[src/rtl/stc_pkg.sv]
// ----------------------------------------------------------------------------
// stc_pkg: shared types and constants of the seconds-to-calendar unit
// Holds the controller state and divider operation codes, the command and
// status bundles between controller and datapath, and calendar helpers.
// ----------------------------------------------------------------------------
package stc_pkg;

  localparam int DIV_W   = 32;
  localparam int QUO_W   = 16;
  localparam int REM_W   = 17;
  localparam int MUL_A_W = 25;
  localparam int MUL_B_W = 26;

  localparam logic [REM_W-1:0] SECS_PER_DAY  = 17'd86400;
  localparam logic [REM_W-1:0] SECS_PER_HOUR = 17'd3600;
  localparam logic [REM_W-1:0] SECS_PER_MIN  = 17'd60;
  localparam logic [REM_W-1:0] DAYS_PER_WEEK = 17'd7;

  // Scaled reciprocals, rounded up. Each divisor has its power-of-two factor
  // shifted off the dividend first: 86400 = 675 << 7, 3600 = 225 << 4,
  // 60 = 15 << 2. The quotient is then the product shifted right by 35, 21,
  // 14 and 19 bits, exact over the whole operand range of each division.
  localparam logic [MUL_B_W-1:0] RECIP_DAY  = 26'd50903317;
  localparam logic [MUL_B_W-1:0] RECIP_HOUR = 26'd9321;
  localparam logic [MUL_B_W-1:0] RECIP_MIN  = 26'd1093;
  localparam logic [MUL_B_W-1:0] RECIP_WDAY = 26'd74899;

  localparam logic [11:0] EPOCH_YEAR       = 12'd1970;
  localparam logic [11:0] NON_LEAP_CENTURY = 12'd2100;
  localparam logic [15:0] EPOCH_WEEKDAY    = 16'd4;
  localparam logic [3:0]  MONTH_JAN        = 4'd1;
  localparam logic [3:0]  MONTH_FEB        = 4'd2;
  localparam logic [3:0]  MONTH_APR        = 4'd4;
  localparam logic [3:0]  MONTH_JUN        = 4'd6;
  localparam logic [3:0]  MONTH_SEP        = 4'd9;
  localparam logic [3:0]  MONTH_NOV        = 4'd11;
  localparam logic [3:0]  MONTHS_PER_YEAR  = 4'd12;
  localparam logic [8:0]  DAYS_COMMON_YEAR = 9'd365;
  localparam logic [8:0]  DAYS_LEAP_YEAR   = 9'd366;

  typedef enum logic [2:0] {
    S_IDLE,
    S_DAYS,
    S_YEAR,
    S_MONTH,
    S_JOIN
  } stc_state_t;

  typedef enum logic [1:0] {
    OP_DAYS,
    OP_HOUR,
    OP_MIN,
    OP_WDAY
  } stc_div_op_t;

  typedef struct packed {
    logic        div_start;
    stc_div_op_t start_op;
    logic        div_capture;
    stc_div_op_t cur_op;
    logic        cal_init;
    logic        year_step;
    logic        month_step;
    logic        out_load;
  } stc_cmd_t;

  typedef struct packed {
    logic div_done;
    logic year_fit;
    logic month_fit;
  } stc_status_t;

  // Years handled here run from 1970 to 2106, so the only century year that
  // breaks the every-fourth-year rule is 2100.
  function automatic logic is_leap(input logic [11:0] year);
    return (year[1:0] == 2'b00) && (year != NON_LEAP_CENTURY);
  endfunction

  function automatic logic [4:0] month_len(input logic [3:0] month, input logic leap);
    logic [4:0] len;
    case (month) inside
      MONTH_APR, MONTH_JUN, MONTH_SEP, MONTH_NOV: len = 5'd30;
      MONTH_FEB:                                  len = leap ? 5'd29 : 5'd28;
      default:                                    len = 5'd31;
    endcase
    return len;
  endfunction

endpackage

[src/rtl/seconds_to_calendar_unit.sv]
// A conversion takes longer for later dates, once the year and month walk,
// one step per cycle, outlasts the divisions. The day split runs first; the
// hour, minute and weekday divisions overlap the walk on the same divider.
// Throughput: one item per conversion; the next item is taken while the last
// result still waits in the output register. Reset clears control and valids.
// ----------------------------------------------------------------------------
// seconds_to_calendar_unit: seconds since 1970 to Gregorian date and time
// Converts an unsigned 32-bit seconds count into year, month, day of month,
// hour, minute, second and weekday, with Sunday as weekday 0.
// ----------------------------------------------------------------------------
module seconds_to_calendar_unit (
  input  logic        clk,
  input  logic        rst_n,
  input  logic        in_valid,
  output logic        in_stall,
  input  logic [31:0] in_seconds,
  output logic        out_valid,
  input  logic        out_stall,
  output logic [11:0] out_year,
  output logic [3:0]  out_month,
  output logic [4:0]  out_day_of_month,
  output logic [4:0]  out_hour,
  output logic [5:0]  out_minute,
  output logic [5:0]  out_second,
  output logic [2:0]  out_weekday
);

  // The controller only issues commands; all arithmetic and every payload
  // register lives in the datapath. An accepted item first goes through a
  // division by the seconds in a day. The day count then seeds the
  // calendar walk, which removes whole years (Gregorian leap rule over
  // 1970..2106) and then whole months, while the divider continues with hours,
  // minutes and the weekday. The result item is loaded into the output register
  // once both tracks have finished and the register is free.
  stc_pkg::stc_cmd_t    cmd;
  stc_pkg::stc_status_t sts;

  stc_ctrl u_ctrl (
    .clk       (clk),
    .rst_n     (rst_n),
    .in_valid  (in_valid),
    .in_stall  (in_stall),
    .out_valid (out_valid),
    .out_stall (out_stall),
    .sts       (sts),
    .cmd       (cmd)
  );

  stc_datapath u_dp (
    .clk              (clk),
    .rst_n            (rst_n),
    .cmd              (cmd),
    .sts              (sts),
    .in_seconds       (in_seconds),
    .out_year         (out_year),
    .out_month        (out_month),
    .out_day_of_month (out_day_of_month),
    .out_hour         (out_hour),
    .out_minute       (out_minute),
    .out_second       (out_second),
    .out_weekday      (out_weekday)
  );

endmodule

[src/rtl/stc_divider.sv]
// ----------------------------------------------------------------------------
// stc_divider: constant divider by reciprocal multiplication
// Divides by one of four fixed divisors: the operand is captured at start,
// the quotient comes from a multiply by the scaled reciprocal, and the
// remainder from a multiply-subtract; done pulses for one cycle with results.
// ----------------------------------------------------------------------------
module stc_divider (
  input  logic                      clk,
  input  logic                      rst_n,
  input  logic                      start,
  input  stc_pkg::stc_div_op_t      op,
  input  logic [stc_pkg::DIV_W-1:0] dividend,
  output logic                      done,
  output logic [stc_pkg::QUO_W-1:0] quot,
  output logic [stc_pkg::REM_W-1:0] rem
);

  logic                      stg1_r;
  logic                      stg2_r;
  logic                      done_r;
  stc_pkg::stc_div_op_t      op_r;
  logic [stc_pkg::DIV_W-1:0] x_r;
  logic [stc_pkg::QUO_W-1:0] q_r;
  logic [stc_pkg::REM_W-1:0] r_r;

  logic [stc_pkg::MUL_A_W-1:0]                  mul_a;
  logic [stc_pkg::MUL_B_W-1:0]                  mul_b;
  logic [stc_pkg::MUL_A_W+stc_pkg::MUL_B_W-1:0] prod;
  logic [stc_pkg::QUO_W-1:0]                    q_nxt;
  logic [stc_pkg::REM_W-1:0]                    dvs;
  logic [stc_pkg::REM_W-1:0]                    qd;
  logic [stc_pkg::REM_W-1:0]                    r_nxt;

  always_comb begin
    unique case (op_r)
      stc_pkg::OP_DAYS: begin
        mul_a = x_r[31:7];
        mul_b = stc_pkg::RECIP_DAY;
        dvs   = stc_pkg::SECS_PER_DAY;
      end
      stc_pkg::OP_HOUR: begin
        mul_a = {12'd0, x_r[16:4]};
        mul_b = stc_pkg::RECIP_HOUR;
        dvs   = stc_pkg::SECS_PER_HOUR;
      end
      stc_pkg::OP_MIN: begin
        mul_a = {15'd0, x_r[11:2]};
        mul_b = stc_pkg::RECIP_MIN;
        dvs   = stc_pkg::SECS_PER_MIN;
      end
      stc_pkg::OP_WDAY: begin
        mul_a = {9'd0, x_r[15:0]};
        mul_b = stc_pkg::RECIP_WDAY;
        dvs   = stc_pkg::DAYS_PER_WEEK;
      end
      default: begin
        mul_a = x_r[31:7];
        mul_b = stc_pkg::RECIP_DAY;
        dvs   = stc_pkg::SECS_PER_DAY;
      end
    endcase

    prod = {26'd0, mul_a} * {25'd0, mul_b};

    unique case (op_r)
      stc_pkg::OP_DAYS: q_nxt = prod[50:35];
      stc_pkg::OP_HOUR: q_nxt = {11'd0, prod[25:21]};
      stc_pkg::OP_MIN:  q_nxt = {10'd0, prod[19:14]};
      stc_pkg::OP_WDAY: q_nxt = {3'd0, prod[31:19]};
      default:          q_nxt = prod[50:35];
    endcase

    // The true remainder is below its divisor, which fits in 17 bits, so
    // modulo-2^17 arithmetic on the low bits gives it exactly.
    qd    = {1'b0, q_r} * dvs;
    r_nxt = x_r[stc_pkg::REM_W-1:0] - qd;
  end

  always_ff @(posedge clk) begin
    if (!rst_n) begin
      stg1_r <= 1'b0;
      stg2_r <= 1'b0;
      done_r <= 1'b0;
    end else begin
      stg1_r <= start;
      stg2_r <= stg1_r;
      done_r <= stg2_r;
    end
  end

  always_ff @(posedge clk) begin
    if (start) begin
      x_r  <= dividend;
      op_r <= op;
    end
    if (stg1_r) begin
      q_r <= q_nxt;
    end
    if (stg2_r) begin
      r_r <= r_nxt;
    end
  end

  assign done = done_r;
  assign quot = q_r;
  assign rem  = r_r;

endmodule

[src/rtl/stc_datapath.sv]
// ----------------------------------------------------------------------------
// stc_datapath: divider, calendar walker and result registers
// Splits seconds into days and time of day with a shared divider, walks
// years and months off the day count, and holds the result item.
// ----------------------------------------------------------------------------
module stc_datapath (
  input  logic                 clk,
  input  logic                 rst_n,
  input  stc_pkg::stc_cmd_t    cmd,
  output stc_pkg::stc_status_t sts,
  input  logic [31:0]          in_seconds,
  output logic [11:0]          out_year,
  output logic [3:0]           out_month,
  output logic [4:0]           out_day_of_month,
  output logic [4:0]           out_hour,
  output logic [5:0]           out_minute,
  output logic [5:0]           out_second,
  output logic [2:0]           out_weekday
);

  logic [stc_pkg::DIV_W-1:0] dvd;
  logic                      div_done;
  logic [stc_pkg::QUO_W-1:0] div_quot;
  logic [stc_pkg::REM_W-1:0] div_rem;

  logic [15:0] days_r;
  logic [15:0] rem_r;
  logic [11:0] year_r;
  logic [3:0]  month_r;
  logic [4:0]  hour_r;
  logic [5:0]  minute_r;
  logic [5:0]  second_r;
  logic [2:0]  weekday_r;

  logic [11:0] out_year_r;
  logic [3:0]  out_month_r;
  logic [4:0]  out_day_r;
  logic [4:0]  out_hour_r;
  logic [5:0]  out_minute_r;
  logic [5:0]  out_second_r;
  logic [2:0]  out_weekday_r;

  logic        leap;
  logic [8:0]  ylen;
  logic [4:0]  mlen;
  logic [15:0] wday_base;

  // Operand for the next division, zero-extended to the divider width.
  always_comb begin
    wday_base = days_r + stc_pkg::EPOCH_WEEKDAY;
    unique case (cmd.start_op)
      stc_pkg::OP_DAYS: dvd = in_seconds;
      stc_pkg::OP_HOUR: dvd = {15'd0, div_rem};
      stc_pkg::OP_MIN:  dvd = {20'd0, div_rem[11:0]};
      stc_pkg::OP_WDAY: dvd = {16'd0, wday_base};
      default:          dvd = in_seconds;
    endcase
  end

  stc_divider u_div (
    .clk      (clk),
    .rst_n    (rst_n),
    .start    (cmd.div_start),
    .op       (cmd.start_op),
    .dividend (dvd),
    .done     (div_done),
    .quot     (div_quot),
    .rem      (div_rem)
  );

  always_comb begin
    leap = stc_pkg::is_leap(year_r);
    ylen = leap ? stc_pkg::DAYS_LEAP_YEAR : stc_pkg::DAYS_COMMON_YEAR;
    mlen = stc_pkg::month_len(month_r, leap);
    sts.div_done  = div_done;
    sts.year_fit  = (rem_r < {7'd0, ylen});
    sts.month_fit = (rem_r < {11'd0, mlen}) || (month_r >= stc_pkg::MONTHS_PER_YEAR);
  end

  always_ff @(posedge clk) begin
    if (cmd.div_capture) begin
      unique case (cmd.cur_op)
        stc_pkg::OP_DAYS: days_r    <= div_quot;
        stc_pkg::OP_HOUR: hour_r    <= div_quot[4:0];
        stc_pkg::OP_MIN: begin
          minute_r <= div_quot[5:0];
          second_r <= div_rem[5:0];
        end
        stc_pkg::OP_WDAY: weekday_r <= div_rem[2:0];
        default:          days_r    <= div_quot;
      endcase
    end

    if (cmd.cal_init) begin
      rem_r   <= div_quot;
      year_r  <= stc_pkg::EPOCH_YEAR;
      month_r <= stc_pkg::MONTH_JAN;
    end else if (cmd.year_step) begin
      rem_r  <= rem_r - {7'd0, ylen};
      year_r <= year_r + 12'd1;
    end else if (cmd.month_step) begin
      rem_r   <= rem_r - {11'd0, mlen};
      month_r <= month_r + 4'd1;
    end

    if (cmd.out_load) begin
      out_year_r    <= year_r;
      out_month_r   <= month_r;
      out_day_r     <= rem_r[4:0] + 5'd1;
      out_hour_r    <= hour_r;
      out_minute_r  <= minute_r;
      out_second_r  <= second_r;
      out_weekday_r <= weekday_r;
    end
  end

  assign out_year         = out_year_r;
  assign out_month        = out_month_r;
  assign out_day_of_month = out_day_r;
  assign out_hour         = out_hour_r;
  assign out_minute       = out_minute_r;
  assign out_second       = out_second_r;
  assign out_weekday      = out_weekday_r;

endmodule

[src/rtl/stc_ctrl.sv]
// ----------------------------------------------------------------------------
// stc_ctrl: sequencing controller
// Runs the day split, the year and month walk and the chain of time-of-day
// and weekday divisions, and owns both channel handshakes.
// ----------------------------------------------------------------------------
module stc_ctrl (
  input  logic                 clk,
  input  logic                 rst_n,
  input  logic                 in_valid,
  output logic                 in_stall,
  output logic                 out_valid,
  input  logic                 out_stall,
  input  stc_pkg::stc_status_t sts,
  output stc_pkg::stc_cmd_t    cmd
);

  stc_pkg::stc_state_t  state_r;
  stc_pkg::stc_state_t  state_nxt;
  stc_pkg::stc_div_op_t div_op_r;
  stc_pkg::stc_div_op_t div_op_nxt;
  logic                 div_fin_r;
  logic                 div_fin_nxt;
  logic                 out_valid_r;
  logic                 out_valid_nxt;
  logic                 out_free;

  assign out_free = !out_valid_r || !out_stall;

  always_comb begin
    state_nxt = state_r;
    unique case (state_r)
      stc_pkg::S_IDLE:  if (in_valid) state_nxt = stc_pkg::S_DAYS;
      stc_pkg::S_DAYS:  if (sts.div_done) state_nxt = stc_pkg::S_YEAR;
      stc_pkg::S_YEAR:  if (sts.year_fit) state_nxt = stc_pkg::S_MONTH;
      stc_pkg::S_MONTH: if (sts.month_fit) state_nxt = stc_pkg::S_JOIN;
      stc_pkg::S_JOIN:  if (div_fin_r && out_free) state_nxt = stc_pkg::S_IDLE;
      default:          state_nxt = stc_pkg::S_IDLE;
    endcase
  end

  always_comb begin
    cmd          = '0;
    cmd.start_op = stc_pkg::OP_DAYS;
    cmd.cur_op   = div_op_r;
    in_stall     = (state_r != stc_pkg::S_IDLE);

    // Division chain: each finished operation but the weekday one starts the next one.
    if (sts.div_done) begin
      cmd.div_capture = 1'b1;
      unique case (div_op_r)
        stc_pkg::OP_DAYS: begin
          cmd.cal_init  = 1'b1;
          cmd.div_start = 1'b1;
          cmd.start_op  = stc_pkg::OP_HOUR;
        end
        stc_pkg::OP_HOUR: begin
          cmd.div_start = 1'b1;
          cmd.start_op  = stc_pkg::OP_MIN;
        end
        stc_pkg::OP_MIN: begin
          cmd.div_start = 1'b1;
          cmd.start_op  = stc_pkg::OP_WDAY;
        end
        stc_pkg::OP_WDAY: cmd.div_start = 1'b0;
        default:          cmd.div_start = 1'b0;
      endcase
    end

    unique case (state_r)
      stc_pkg::S_IDLE: begin
        if (in_valid) begin
          cmd.div_start = 1'b1;
          cmd.start_op  = stc_pkg::OP_DAYS;
        end
      end
      stc_pkg::S_DAYS:  cmd.year_step  = 1'b0;
      stc_pkg::S_YEAR:  cmd.year_step  = !sts.year_fit;
      stc_pkg::S_MONTH: cmd.month_step = !sts.month_fit;
      stc_pkg::S_JOIN:  cmd.out_load   = div_fin_r && out_free;
      default:          cmd.out_load   = 1'b0;
    endcase
  end

  always_comb begin
    div_op_nxt  = cmd.div_start ? cmd.start_op : div_op_r;
    div_fin_nxt = div_fin_r;
    if (cmd.out_load) begin
      div_fin_nxt = 1'b0;
    end else if (sts.div_done && (div_op_r == stc_pkg::OP_WDAY)) begin
      div_fin_nxt = 1'b1;
    end
    out_valid_nxt = cmd.out_load || (out_valid_r && out_stall);
  end

  always_ff @(posedge clk) begin
    if (!rst_n) begin
      state_r     <= stc_pkg::S_IDLE;
      div_op_r    <= stc_pkg::OP_DAYS;
      div_fin_r   <= 1'b0;
      out_valid_r <= 1'b0;
    end else begin
      state_r     <= state_nxt;
      div_op_r    <= div_op_nxt;
      div_fin_r   <= div_fin_nxt;
      out_valid_r <= out_valid_nxt;
    end
  end

  assign out_valid = out_valid_r;

endmodule

[config.mk]
export PLATFORM = sky130hd
export DESIGN_NAME = seconds_to_calendar_unit
export DESIGN_NICKNAME = d
export VERILOG_FILES = /design/src/rtl/stc_pkg.sv /design/src/rtl/seconds_to_calendar_unit.sv /design/src/rtl/stc_divider.sv /design/src/rtl/stc_datapath.sv /design/src/rtl/stc_ctrl.sv
export SDC_FILE = /design/constraint.sdc
export NUM_CORES = 1
export LEC_CHECK = 0
export BUFFER_PORTS_ARGS = -buffer_cell sky130_fd_sc_hd__buf_2
export CORE_AREA = 2 2 220 222
export CTS_BUF_LIST = sky130_fd_sc_hd__clkbuf_8
export DETAILED_ROUTE_END_ITERATION = 10
export DIE_AREA = 0 0 222 224
export PLACE_DENSITY_LB_ADDON = 0.2
export SETUP_SLACK_MARGIN = 0.05
export SKIP_CTS_REPAIR_TIMING = 1
export SLEW_MARGIN = 20
export SYNTH_ARGS = -nofsm -noshare
export SYNTH_HDL_FRONTEND = slang
export SYNTH_HIERARCHICAL = 1
export SYNTH_SLANG_ARGS = --single-unit
[constraint.sdc]
create_clock -name clk -period 8.7 [get_ports clk]
set_input_delay 1.305 -clock clk [delete_from_list [all_inputs] [get_ports clk]]
set_output_delay 1.305 -clock clk [all_outputs]
set_load 0.01 [all_outputs]
==> results.yml <==
sta:
  min_period_ps: 8320
  drv_slew: 0
  timing.fmax_mhz: 120
  setup-tns-final_ps: 0
  fin_crit_sh_pct: 95.6
  relSlewSlack_pct: 30.6
  finalClockSkew_ps: 36.2
  rsz0062_at_grt: "false"
  setup_slack_ps: 383
  hold_viol: 0
  worst_pin_slew_ps: 1040
  setup_viol: 0
critical_path:
  required_ps: 9020
  r2r_cells: 29
  cp_common_cell: "fa_1"
  slowest_stage: "mux2i_1"
  arrival_ps: 8640
  worstSetupEndpointType: "register"
  r2r_setup_slack_ps: 380
  startpoint_type: "register"
  rr_startpoint: "u_dp/u_div/op_r[1]$_DFFE_PP_"
  slowest_delay_ps: 540
  reg2reg_to: "u_dp/u_div/quot[11]$_DFFE_PP_"
  worstSetupPathType: "reg2reg"
  crit_fanout: 27
detailed_routing:
  ant_nets: 0
  wl_per_cell_um: 20.4
  drtPass1Iterations: 8
  post-route-drc-count: 0
  wl_um: 72200
  vias: 19956
  drt_iter0_drc: 1517
  post_drt_via_cell_ratio: 5.63
place:
  dp_slack_ps: 437
  place_congestion: 0.993
  dp_hpwl_um: 60800
  dp_cells: 3507
  port_buffers: 78
clock_tree:
  h-tree-depth: 4
  clk_pin_slew_ps: 140
  cts_sinks: 186
  clk_latency_ps: 580
  numCtsBuffers: 17
  clockBufferDepth: 2
  root_buffer: "clkbuf_8"
  cts_tree: "built"
global_routing:
  grt_max_degree: 49
  antenna_found_initial: 2
  grt_pass1_vias: 21368
  grt_pass1_wl_um: 115000
  track_usage_pct: 30.3
  overflow: 0
yosys:
  netlist_area_um2: 28000
  ys_ff_latch: 186
  synth_flop_cell: "edfxtp_1"
  synth_top_family_by_area: "adder cells"
  synth_area_leaders: "fa_1, edfxtp_1, ha_1"
  yosys.area_share.simple_pct: 10.0
  yosysWarnings: 6
  yosysSeqAreaShare_pct: 19.0
  synth-compound-area-share_pct: 7.56
  async_flop_share_pct: 0
  postSynthAreaPerCell_um2: 9.93
  synth_edf_count: 160
  synth_xor_xnor_area_share_pct: 3.83
  yosysTopAreaCell: "fa_1"
  synthAdderAreaFrac_pct: 47.9
  synthCells: 2821
  ys_types: 81
  synth_mux_area_share_pct: 0.983
  yosysTopAreaCellShare_pct: 31.1
worst_hold_path:
  whs_endpoint: "u_dp/out_weekday[1]$_DFFE_PP_"
  worstHoldStart: "u_dp/weekday_r[1]$_DFFE_PP_"
  hold_class: "reg2reg"
  holdPathStages: 0
layout:
  syn2layout_area_growth_pct: 6.53
  drive_above_1_share_pct: 7.42
  layoutNonFillerInstCount: 3544
  nets: 3760
  n_fill_cell: 3963
  ff_latch_area_um2: 5330
  multiInputGateArea_um2: 19800
floorplan:
  die_x_um: 222
  core_area_um2: 47300
  initial_utilization_pct: 59.2
  rows: 80
  die_area_um2: 49700
  ios: 79
  dieHeight_um: 224
run_status:
  status: "finished, final reports clean"
job:
  cap_violations: 0
-- cell type report --
cell class | instances | area share (%)
Inverter | 707 | 8.89
Antenna cell | 3 | 0.0252
Timing Repair Buffer | 138 | 2.86
Tap cell | 615 | 2.58
Clock inverter | 15 | 0.729
Clock buffer | 17 | 0.784
Multi-Input combinational cell | 1863 | 66.3
Sequential cell | 186 | 17.8
-- registers in the layout, indices dropped and copies added (netlist names), 6 cells and up --
register	count
u_dp/out_year	12
u_dp/year_r	12
u_dp/second_r	6
u_dp/u_div/rem	17
u_dp/out_minute	6
u_dp/out_second	6
u_dp/u_div/quot	16
u_dp/rem_r	16
u_dp/minute_r	6
u_dp/u_div/x_r	32
u_dp/days_r	16
-- synthesized netlist by cell type (6+ instances only) --
cell type / number
a221oi_1: 7
nand2b_1: 13
nand2_1: 210
xnor2_1: 76
a222oi_1: 10
nand4_1: 19
nand3_1: 26
and3_1: 14
o21ai_0: 59
o21bai_1: 7
xor2_1: 44
buf_4: 6
nor2b_1: 25
clkbuf_1: 58
o211ai_1: 13
dfxtp_1: 26
a31oi_1: 9
a21o_1: 30
fa_1: 435
inv_1: 705
or2_2: 9
edfxtp_1: 160
mux2i_1: 23
nor2_1: 114
o21a_1: 10
a211oi_1: 20
ha_1: 376
a21oi_1: 85
or3_1: 7
nor3_1: 14
and2_1: 101
-- placed cells by master (no fill, tap or decap), types with 12 or more instances in the layout --
cell / instances
nand2_1: 210
clkbuf_8: 17
nand2b_1: 13
fa_1: 435
xor2_1: 44
conb_1: 14
o21ai_0: 57
edfxtp_1: 160
and2_1: 101
a21oi_1: 83
nand3_1: 26
o211ai_1: 13
xnor2_1: 76
and3_1: 12
nor3_1: 13
nand4_1: 19
inv_1: 705
mux2i_1: 23
dfxtp_1: 26
a21o_1: 30
ha_1: 375
a211oi_1: 20
nor2_1: 114
buf_4: 59
nor2b_1: 25
buf_2: 78
-- cell families (layout without fill, tap and decap cells) --
| kind of cell | count (synthesis) | count (layout) |
|---|---|---|
| fa+ha+maj | 811 | 811 |
| buf+inv | 784 | 877 |
| flops | 186 | 186 |
| compound gates | 312 | 312 |
| xor+xnor | 121 | 121 |
| mux | 27 | 27 |
| simple gates | 578 | 578 |
| other cells | 2 | 17 |
-- worst max-delay path by stage --
| stage | start | end | depth (start not counted) |
|---|---|---|---|
| floorplan | u_dp/u_div/op_r[1]$_DFFE_PP_ | u_dp/u_div/quot[14]$_DFFE_PP_ | 33 |
| detailed placement | u_dp/u_div/op_r[1]$_DFFE_PP_ | u_dp/u_div/quot[12]$_DFFE_PP_ | 30 |
| global route | u_dp/u_div/op_r[1]$_DFFE_PP_ | u_dp/u_div/quot[11]$_DFFE_PP_ | 29 |
| global placement | u_dp/u_div/op_r[1]$_DFFE_PP_ | u_dp/u_div/quot[11]$_DFFE_PP_ | 27 |
| CTS | u_dp/u_div/op_r[1]$_DFFE_PP_ | u_dp/u_div/quot[14]$_DFFE_PP_ | 30 |
| finish | u_dp/u_div/op_r[1]$_DFFE_PP_ | u_dp/u_div/quot[11]$_DFFE_PP_ | 29 |
-- routing by layer --
metal	routed length, um	vias to the layer above	global-route usage, %
li1	-	9058	-
met5	0	-	0
met1	29900	9972	39.2
met4	2660	0	11.8
met2	35000	767	51.6
met3	4620	159	4.71
-- through the flow --
stage               cell area [um2]  util [%]  hold slack [ps]
floorplan                     28100         -              400
global placement              29400      62.0              401
detailed placement            29400      62.0              405
CTS                           29800      63.0              434
global route                  29800      63.0              439
finish                        29800      63.0              433
-- critical path: cells and delay by family (launching register included) --
family	cells	cell delay, ps
compound gates	8	1920
xor+xnor	2	370
fa+ha+maj	9	3660
buf+inv	7	750
flops	1	490
mux	2	620
simple gates	1	230
Power is not shown: default switching activity piles up to over one toggle a cycle in this logic, so the estimate is an artifact.
